File: src/rtl/dcq_pkg.sv
package dcq_pkg;

  typedef enum logic [1:0] {
    REQ_ADD      = 2'd0,
    REQ_CANCEL   = 2'd1,
    REQ_COMPLETE = 2'd2,
    REQ_PROCESS  = 2'd3
  } req_t;

  typedef enum logic [1:0] {
    KIND_PLAIN   = 2'd0,
    KIND_ASYNC   = 2'd1,
    KIND_BARRIER = 2'd2
  } res_kind_t;

  typedef enum logic [1:0] {
    RESP_ADD      = 2'd0,
    RESP_COMPLETE = 2'd1,
    RESP_DISPATCH = 2'd2
  } resp_t;

  typedef enum logic [1:0] {
    ST_IDLE,
    ST_SCAN,
    ST_EMIT
  } state_t;

  typedef struct packed {
    logic [1:0]         req_type;
    logic [15:0]        obj_tag;
    logic               any_object;
    logic signed [31:0] result_code;
    logic [1:0]         res_kind;
    logic [15:0]        seq_number;
    logic [31:0]        cancel_id;
    logic               any_id;
    logic               callback_present;
  } in_item_t;

  typedef struct packed {
    logic [1:0]         resp_kind;
    logic [31:0]        item_id;
    logic               accepted;
    logic [15:0]        obj_tag_out;
    logic signed [31:0] result_out;
    logic [4:0]         queued_count;
    logic               last;
  } out_item_t;

  // one table entry
  typedef struct packed {
    logic [31:0] id;
    logic [15:0] obj;
    logic        pending;
    logic [15:0] seq;
    logic [31:0] result;
    logic        barrier;
    logic        live;
  } entry_t;

endpackage

File: src/rtl/deferred_completion_queue_unit.sv
// Deferred completion queue: an ordered table of up to QUEUE_DEPTH entries held
// in a register array and swept by one entry-compare unit, one slot per cycle
// unless a dispatch waits on the output port. An add answer is valid the cycle
// after the request beat, and the next request is taken once that answer has
// been taken. Cancel sweeps every queued entry and gives no answer; in_ready
// returns when the sweep ends. Complete sweeps the same way and then loads its
// answer from the emit state. Process sweeps the same way, stalling on each
// dispatch that finds the previous beat still not taken, and then sends the
// final beat from the emit state when anything was dispatched.
// A dispatch beat is held until the next one so that last can be set on the final one.
// in_ready is low during a sweep and while an answer beat is waiting.
// Entry payload fields have no reset.
module deferred_completion_queue_unit #(
  parameter int QUEUE_DEPTH = 16
) (
  input  logic                clk,
  input  logic                rst,
  input  logic                in_valid,
  output logic                in_ready,
  input  dcq_pkg::in_item_t   in_data,
  output logic                out_valid,
  input  logic                out_ready,
  output dcq_pkg::out_item_t  out_data
);
  localparam int IW = (QUEUE_DEPTH > 1) ? $clog2(QUEUE_DEPTH) : 1;
  localparam int CW = $clog2(QUEUE_DEPTH + 1);

  dcq_pkg::entry_t          tab [QUEUE_DEPTH];
  logic [31:0]              id_counter;
  logic [CW-1:0]            queued;
  dcq_pkg::state_t          state, state_next;
  dcq_pkg::in_item_t        req;
  logic [CW-1:0]            rd, wr, total;
  logic                     hit;
  dcq_pkg::entry_t          cur;
  logic                     take, match_c, match_p;
  logic                     in_fire, full, is_proc, dispatch, port_free;
  logic                     step, out_load;
  dcq_pkg::out_item_t       obuf, out_next, hold;
  logic                     ovalid, hold_valid;

  assign in_ready  = (state == dcq_pkg::ST_IDLE) && !ovalid;
  assign out_valid = ovalid;
  assign out_data  = obuf;
  assign in_fire   = in_valid && in_ready;
  assign full      = (queued >= CW'(QUEUE_DEPTH));
  assign port_free = !ovalid || out_ready;

  // shared compare unit on the slot under the read pointer
  always_comb begin
    cur     = tab[rd[IW-1:0]];
    match_c = (req.any_id || cur.id == req.cancel_id) &&
              (req.any_object || cur.obj == req.obj_tag);
    match_p = cur.pending && cur.obj == req.obj_tag && cur.seq == req.seq_number;
    if (cur.pending) take = 1'b0;
    else if (cur.barrier) take = (wr == '0);
    else take = 1'b1;
  end

  assign is_proc  = (req.req_type == dcq_pkg::REQ_PROCESS);
  assign dispatch = is_proc && take && cur.live;

  // state register
  always_ff @(posedge clk) begin
    if (rst) begin
      state <= dcq_pkg::ST_IDLE;
    end else begin
      state <= state_next;
    end
  end

  // next state, sweep step and output beat
  always_comb begin
    state_next = state;
    step       = 1'b0;
    out_load   = 1'b0;
    out_next   = '0;
    case (state)
      dcq_pkg::ST_IDLE: begin
        if (in_fire) begin
          if (in_data.req_type == dcq_pkg::REQ_ADD) begin
            out_load           = 1'b1;
            out_next.resp_kind = dcq_pkg::RESP_ADD;
            out_next.last      = 1'b1;
            if (full) begin
              out_next.queued_count = 5'(queued);
            end else begin
              out_next.item_id      = id_counter + 32'd1;
              out_next.accepted     = 1'b1;
              out_next.queued_count = 5'(queued + CW'(1));
            end
          end else begin
            state_next = dcq_pkg::ST_SCAN;
          end
        end
      end
      dcq_pkg::ST_SCAN: begin
        if (rd == total) begin
          if (req.req_type == dcq_pkg::REQ_COMPLETE || (is_proc && hold_valid)) begin
            state_next = dcq_pkg::ST_EMIT;
          end else begin
            state_next = dcq_pkg::ST_IDLE;
          end
        end else if (!(dispatch && hold_valid && !port_free)) begin
          // a new dispatch releases the held beat to the port
          step = 1'b1;
          if (dispatch && hold_valid) begin
            out_load = 1'b1;
            out_next = hold;
          end
        end
      end
      dcq_pkg::ST_EMIT: begin
        if (port_free) begin
          out_load   = 1'b1;
          state_next = dcq_pkg::ST_IDLE;
          if (req.req_type == dcq_pkg::REQ_COMPLETE) begin
            out_next.resp_kind    = dcq_pkg::RESP_COMPLETE;
            out_next.accepted     = hit;
            out_next.queued_count = 5'(queued);
            out_next.last         = 1'b1;
          end else begin
            out_next      = hold;
            out_next.last = 1'b1;
          end
        end
      end
      default: state_next = dcq_pkg::ST_IDLE;
    endcase
  end

  // table, counters and beat registers
  always_ff @(posedge clk) begin
    if (rst) begin
      id_counter <= '0;
      queued     <= '0;
      ovalid     <= 1'b0;
      rd         <= '0;
      wr         <= '0;
      total      <= '0;
      hit        <= 1'b0;
      hold_valid <= 1'b0;
    end else begin
      ovalid <= out_load || (ovalid && !out_ready);
      if (out_load) obuf <= out_next;

      // request beat: start a sweep or append an entry
      if (in_fire) begin
        req        <= in_data;
        rd         <= '0;
        wr         <= '0;
        total      <= queued;
        hit        <= 1'b0;
        hold_valid <= 1'b0;
        if (in_data.req_type == dcq_pkg::REQ_ADD && !full) begin
          tab[queued[IW-1:0]].id      <= id_counter + 32'd1;
          tab[queued[IW-1:0]].obj     <= in_data.obj_tag;
          tab[queued[IW-1:0]].pending <= (in_data.res_kind == dcq_pkg::KIND_ASYNC);
          tab[queued[IW-1:0]].seq     <= (in_data.res_kind == dcq_pkg::KIND_ASYNC) ?
                                          in_data.seq_number : 16'd0;
          tab[queued[IW-1:0]].result  <= in_data.result_code;
          tab[queued[IW-1:0]].barrier <= (in_data.res_kind == dcq_pkg::KIND_BARRIER);
          tab[queued[IW-1:0]].live    <= in_data.callback_present;
          id_counter                  <= id_counter + 32'd1;
          queued                      <= queued + CW'(1);
        end
      end

      // one slot of the sweep
      if (step) begin
        rd <= rd + CW'(1);
        case (req.req_type)
          dcq_pkg::REQ_CANCEL: begin
            if (match_c) begin
              tab[rd[IW-1:0]].pending <= 1'b0;
              tab[rd[IW-1:0]].live    <= 1'b0;
            end
          end
          dcq_pkg::REQ_COMPLETE: begin
            if (match_p) begin
              tab[rd[IW-1:0]].pending <= 1'b0;
              tab[rd[IW-1:0]].result  <= req.result_code;
              hit <= 1'b1;
            end
          end
          dcq_pkg::REQ_PROCESS: begin
            if (!take) begin
              tab[wr[IW-1:0]] <= cur;
              wr <= wr + CW'(1);
            end else begin
              queued <= queued - CW'(1);
              if (cur.live) begin
                hold.resp_kind    <= dcq_pkg::RESP_DISPATCH;
                hold.item_id      <= cur.id;
                hold.accepted     <= 1'b0;
                hold.obj_tag_out  <= cur.obj;
                hold.result_out   <= cur.result;
                hold.queued_count <= 5'(queued - CW'(1));
                hold.last         <= 1'b0;
                hold_valid        <= 1'b1;
              end
            end
          end
          default: ;
        endcase
      end

      // final dispatch beat leaves the hold register
      if (state == dcq_pkg::ST_EMIT && port_free) hold_valid <= 1'b0;
    end
  end

endmodule

File: config.mk
export PLATFORM = sky130hd
export DESIGN_NAME = deferred_completion_queue_unit
export DESIGN_NICKNAME = d
export VERILOG_FILES = /design/src/rtl/dcq_pkg.sv /design/src/rtl/deferred_completion_queue_unit.sv
export SDC_FILE = /design/constraint.sdc
export NUM_CORES = 2
export LEC_CHECK = 0
export ABC_CLOCK_PERIOD_IN_PS = 9470
export BUFFER_PORTS_ARGS = -buffer_cell sky130_fd_sc_hd__buf_2
export CAP_MARGIN = 10
export CORE_MARGIN = 2
export CORE_UTILIZATION = 30
export CTS_BUF_LIST = sky130_fd_sc_hd__clkbuf_4 sky130_fd_sc_hd__clkbuf_8 sky130_fd_sc_hd__clkbuf_16
export DETAILED_ROUTE_END_ITERATION = 16
export MAX_ROUTING_LAYER = met4
export PLACE_DENSITY = 0.44
export SYNTH_ARGS = -nofsm -noshare
export SYNTH_HDL_FRONTEND = slang
export SYNTH_SLANG_ARGS = --single-unit
export TNS_END_PERCENT = 5
File: constraint.sdc
create_clock -name clk -period 9.47 [get_ports clk]
set_input_delay 0 -clock clk [delete_from_list [all_inputs] [get_ports clk]]
set_output_delay 0 -clock clk [all_outputs]
set_load 0.005 [all_outputs]
==> reports/summary.txt <==
Status = completed
Largest net degree at the start of global routing = 108
Worst Max-Slew Pin Slew = 1.26 ns
Clk slew on worst S/H paths = 0.06 ns
Setup CP Type = register to register
Clock insertion delay at the later pin of the skew report = 0.88 ns
Num Clock Sinks = 1919
Die Y = 506 um
WL final = 226 mm
First-pass GRT wire length = 317 mm
Final Cell Area = 90700 um2
ANT nets after route = 0
Share of cells above drive strength 1 = 26.5%
Commonest register cell after synthesis = edfxtp_1
DR pass1 iterations = 5
CP startpoint kind = register
Fin util = 36.1%
Minimum clock period = 7.86 ns
Placed cell area = 81600 um2
Placed Cells = 7355
RSZ-0062 raised after global routing = false
Final worst setup slack = 1.61 ns
PD cells = 202 nW/um2
Count of cell types in the netlist = 69
CTS tree = yes
Vias = 39.4k
Die X = 506 um
Combinational power share = 3.4%
Worst rel slew slack = 15.3%
Final setup viols = 0
PnR Total Power = 18.3 mW
Vias/cell = 4.96
Gp weighted congestion = 0.793
Hold WS = 0.0623 ns
Worst-path fanout max = 34
Avg Cell Area, Syn = 19.6 um2
GRT Total Usage = 17.9%
Setup Buffers After CTS = 0
CTS H-tree lvls = 4
Synthesized netlist cell count = 3854
Net count, final = 4535
Leak Pwr = 28.9 nW
Initial Util = 30.1%
CP required = 9.92 ns
Clock Path Buffers = 3
Top-area cell type share of the netlist area = 73.7%
Post-synth EDFFs = 1858
Synth top cells by count = edfxtp_1 (1858), mux4_2 (380), nand2_1 (222)
Synth Cell Area = 75700 um2
Hpwl dp = 123 mm
Layout Cells excl Fill = 7937
Setup tns final = 0 ns
Avg WL per Cell = 28.5 um
Sw frac = 21.2%
Final-report max-slew violation count = 0
CORE AREA = 251000 um2
CTS Buf Count = 206
IO Pins = 198
Fill cell count = 23.3k
Max Clk Rate = 127 MHz
CP Data Arrival Time = 8.31 ns
Die ar. = 256000 um2
Synth-to-layout area growth = 19.8%
Int Pwr = 14.4 mW
Synth top area cells = edfxtp_1 (74%), mux4_2 (11%), mux2i_1 (2.6%)
Sequential area share after synthesis = 75.3%
Crit share post-route = 83.0%
Synth Register Bits = 1919
Vias in the first global route = 40.5k
Final hold violations = 0
Fraction of registers with async set/reset = 0%
Max Clock Skew = 0.0781 ns
Synth warn = 0
Pre-CTS setup slack = 1.61 ns
Crit path capture type = register
Total grt overflow = 0
Initial antenna violation count = 12
Psw = 3.87 mW
DRC viols = 0
Num rows = 184
Top-count cell post-synth = edfxtp_1
Clock power share = 45.3%
Cell accounting for the most synthesized area = edfxtp_1
HP Class = primary input to register
Initial DRC Count = 3396
Syn nets = 3971
Max Cap Viol = 0
Port bufs = 197
Flop pwr share = 51.4%
Worst IR drop on VDD = 0.145 mV
Clk root buf = clkbuf_16
## power by group through the flow
stage | Combinational, mW | Sequential, mW | Clock (mW)
floorplan | 0.279 | 9.56 | 0
global placement | 0.551 | 9.57 | 0
detailed placement | 0.554 | 9.57 | 0
CTS | 0.627 | 9.39 | 8.47
global route | 0.660 | 9.39 | 8.79
finish | 0.614 | 9.39 | 8.28
## layout make-up
class | instances | area (um2) | share of cell area, %
flip-flops and latches | 1919 | 57000 | 62.9
multi-input cells | 1693 | 17800 | 19.6
clock buffers | 270 | 5690 | 6.28
repair buffers | 571 | 4530 | 5.00
well taps | 3348 | 4190 | 4.62
clock inverters | 101 | 1290 | 1.42
inverters | 27 | 106 | 0.117
diodes | 8 | 20.0 | 0.0221
## state kept, by name (all words and copies together) (netlist names), 2 cells and up, named ones only
| register | flops |
|---|---|
| hold | 85 |
| wr | 5 |
| tab | 1584 |
| total | 5 |
| req | 100 |
| out_data | 89 |
| state | 2 |
| queued | 5 |
| rd | 5 |
| id_counter | 32 |
## worst paths after layout
path              slack (ns)               endpoint                   from  depth (start not counted)
setup / recovery        1.61   tab[4][95]$_DFFE_PP_               register                         13
hold / removal          0.06      req[85]$_DFFE_PP_            in_data[85]                          2
setup reg to reg        1.61   tab[4][95]$_DFFE_PP_               register                         13
hold reg to reg         0.47  total[1]$_SDFFE_PP0P_  total[1]$_SDFFE_PP0P_                          2
## logic make-up after synthesis
family          share of synthesized area (%)
fa+ha+maj                               0.165
compound gates                           3.02
flops                                    75.3
buf+inv                                  1.57
mux                                      14.7
xor+xnor                                 1.52
simple gates                             3.73
## critical path: stages (launching register included)
cell and delay, ns:
dfxtp_4 0.89, clkinv_2 0.71, buf_4 0.44, mux2_2 0.34
xor2_1 0.14, nor3_1 0.83, a31oi_1 0.14, a2111oi_2 0.52
a41oi_2 0.47, or3_1 0.61, a211oi_2 0.30, or3b_1 0.80
nor3_4 0.34, buf_4 0.69
## layout by cell type, fill, tap and decap left out, types with 26 or more instances in the layout
cell type,synthesis,routed
a22oi_1,38,38
xnor2_1,58,58
mux2i_1,195,195
edfxtp_1,1858,1858
dlygate4sd3_1,0,201
nand2_1,222,221
nor2_1,85,80
xor2_1,73,73
o21ai_0,114,110
clkinv_1,2,36
clkbuf_16,0,208
dfxtp_1,61,57
mux4_2,380,380
buf_4,11,154
nor3_1,57,36
mux2_2,50,50
and3_1,63,63
nand3_1,28,28
nor3_2,8,26
a21oi_1,52,50
buf_2,47,197
clkbuf_4,0,59
## layer usage
layer / up-vias / global-route usage, % / part of all wire [%]
li1: 16900 / - / -
met4: 0 / 4.17 / 2.2
met1: 21200 / 23.7 / 44
met2: 991 / 29.5 / 50
met3: 292 / 2.27 / 4.2
met5: - / - / 0
## what timing repair did
| action | CTS | global route |
|---|---|---|
| hold buffers | 200 | 1 |
| endpoints found under the hold margin | 1195 | 1 |
| endpoints found under the setup margin | 0 | 0 |
| resized for setup | 0 | 0 |
No activity file was read; power rests on OpenSTA's default activity.
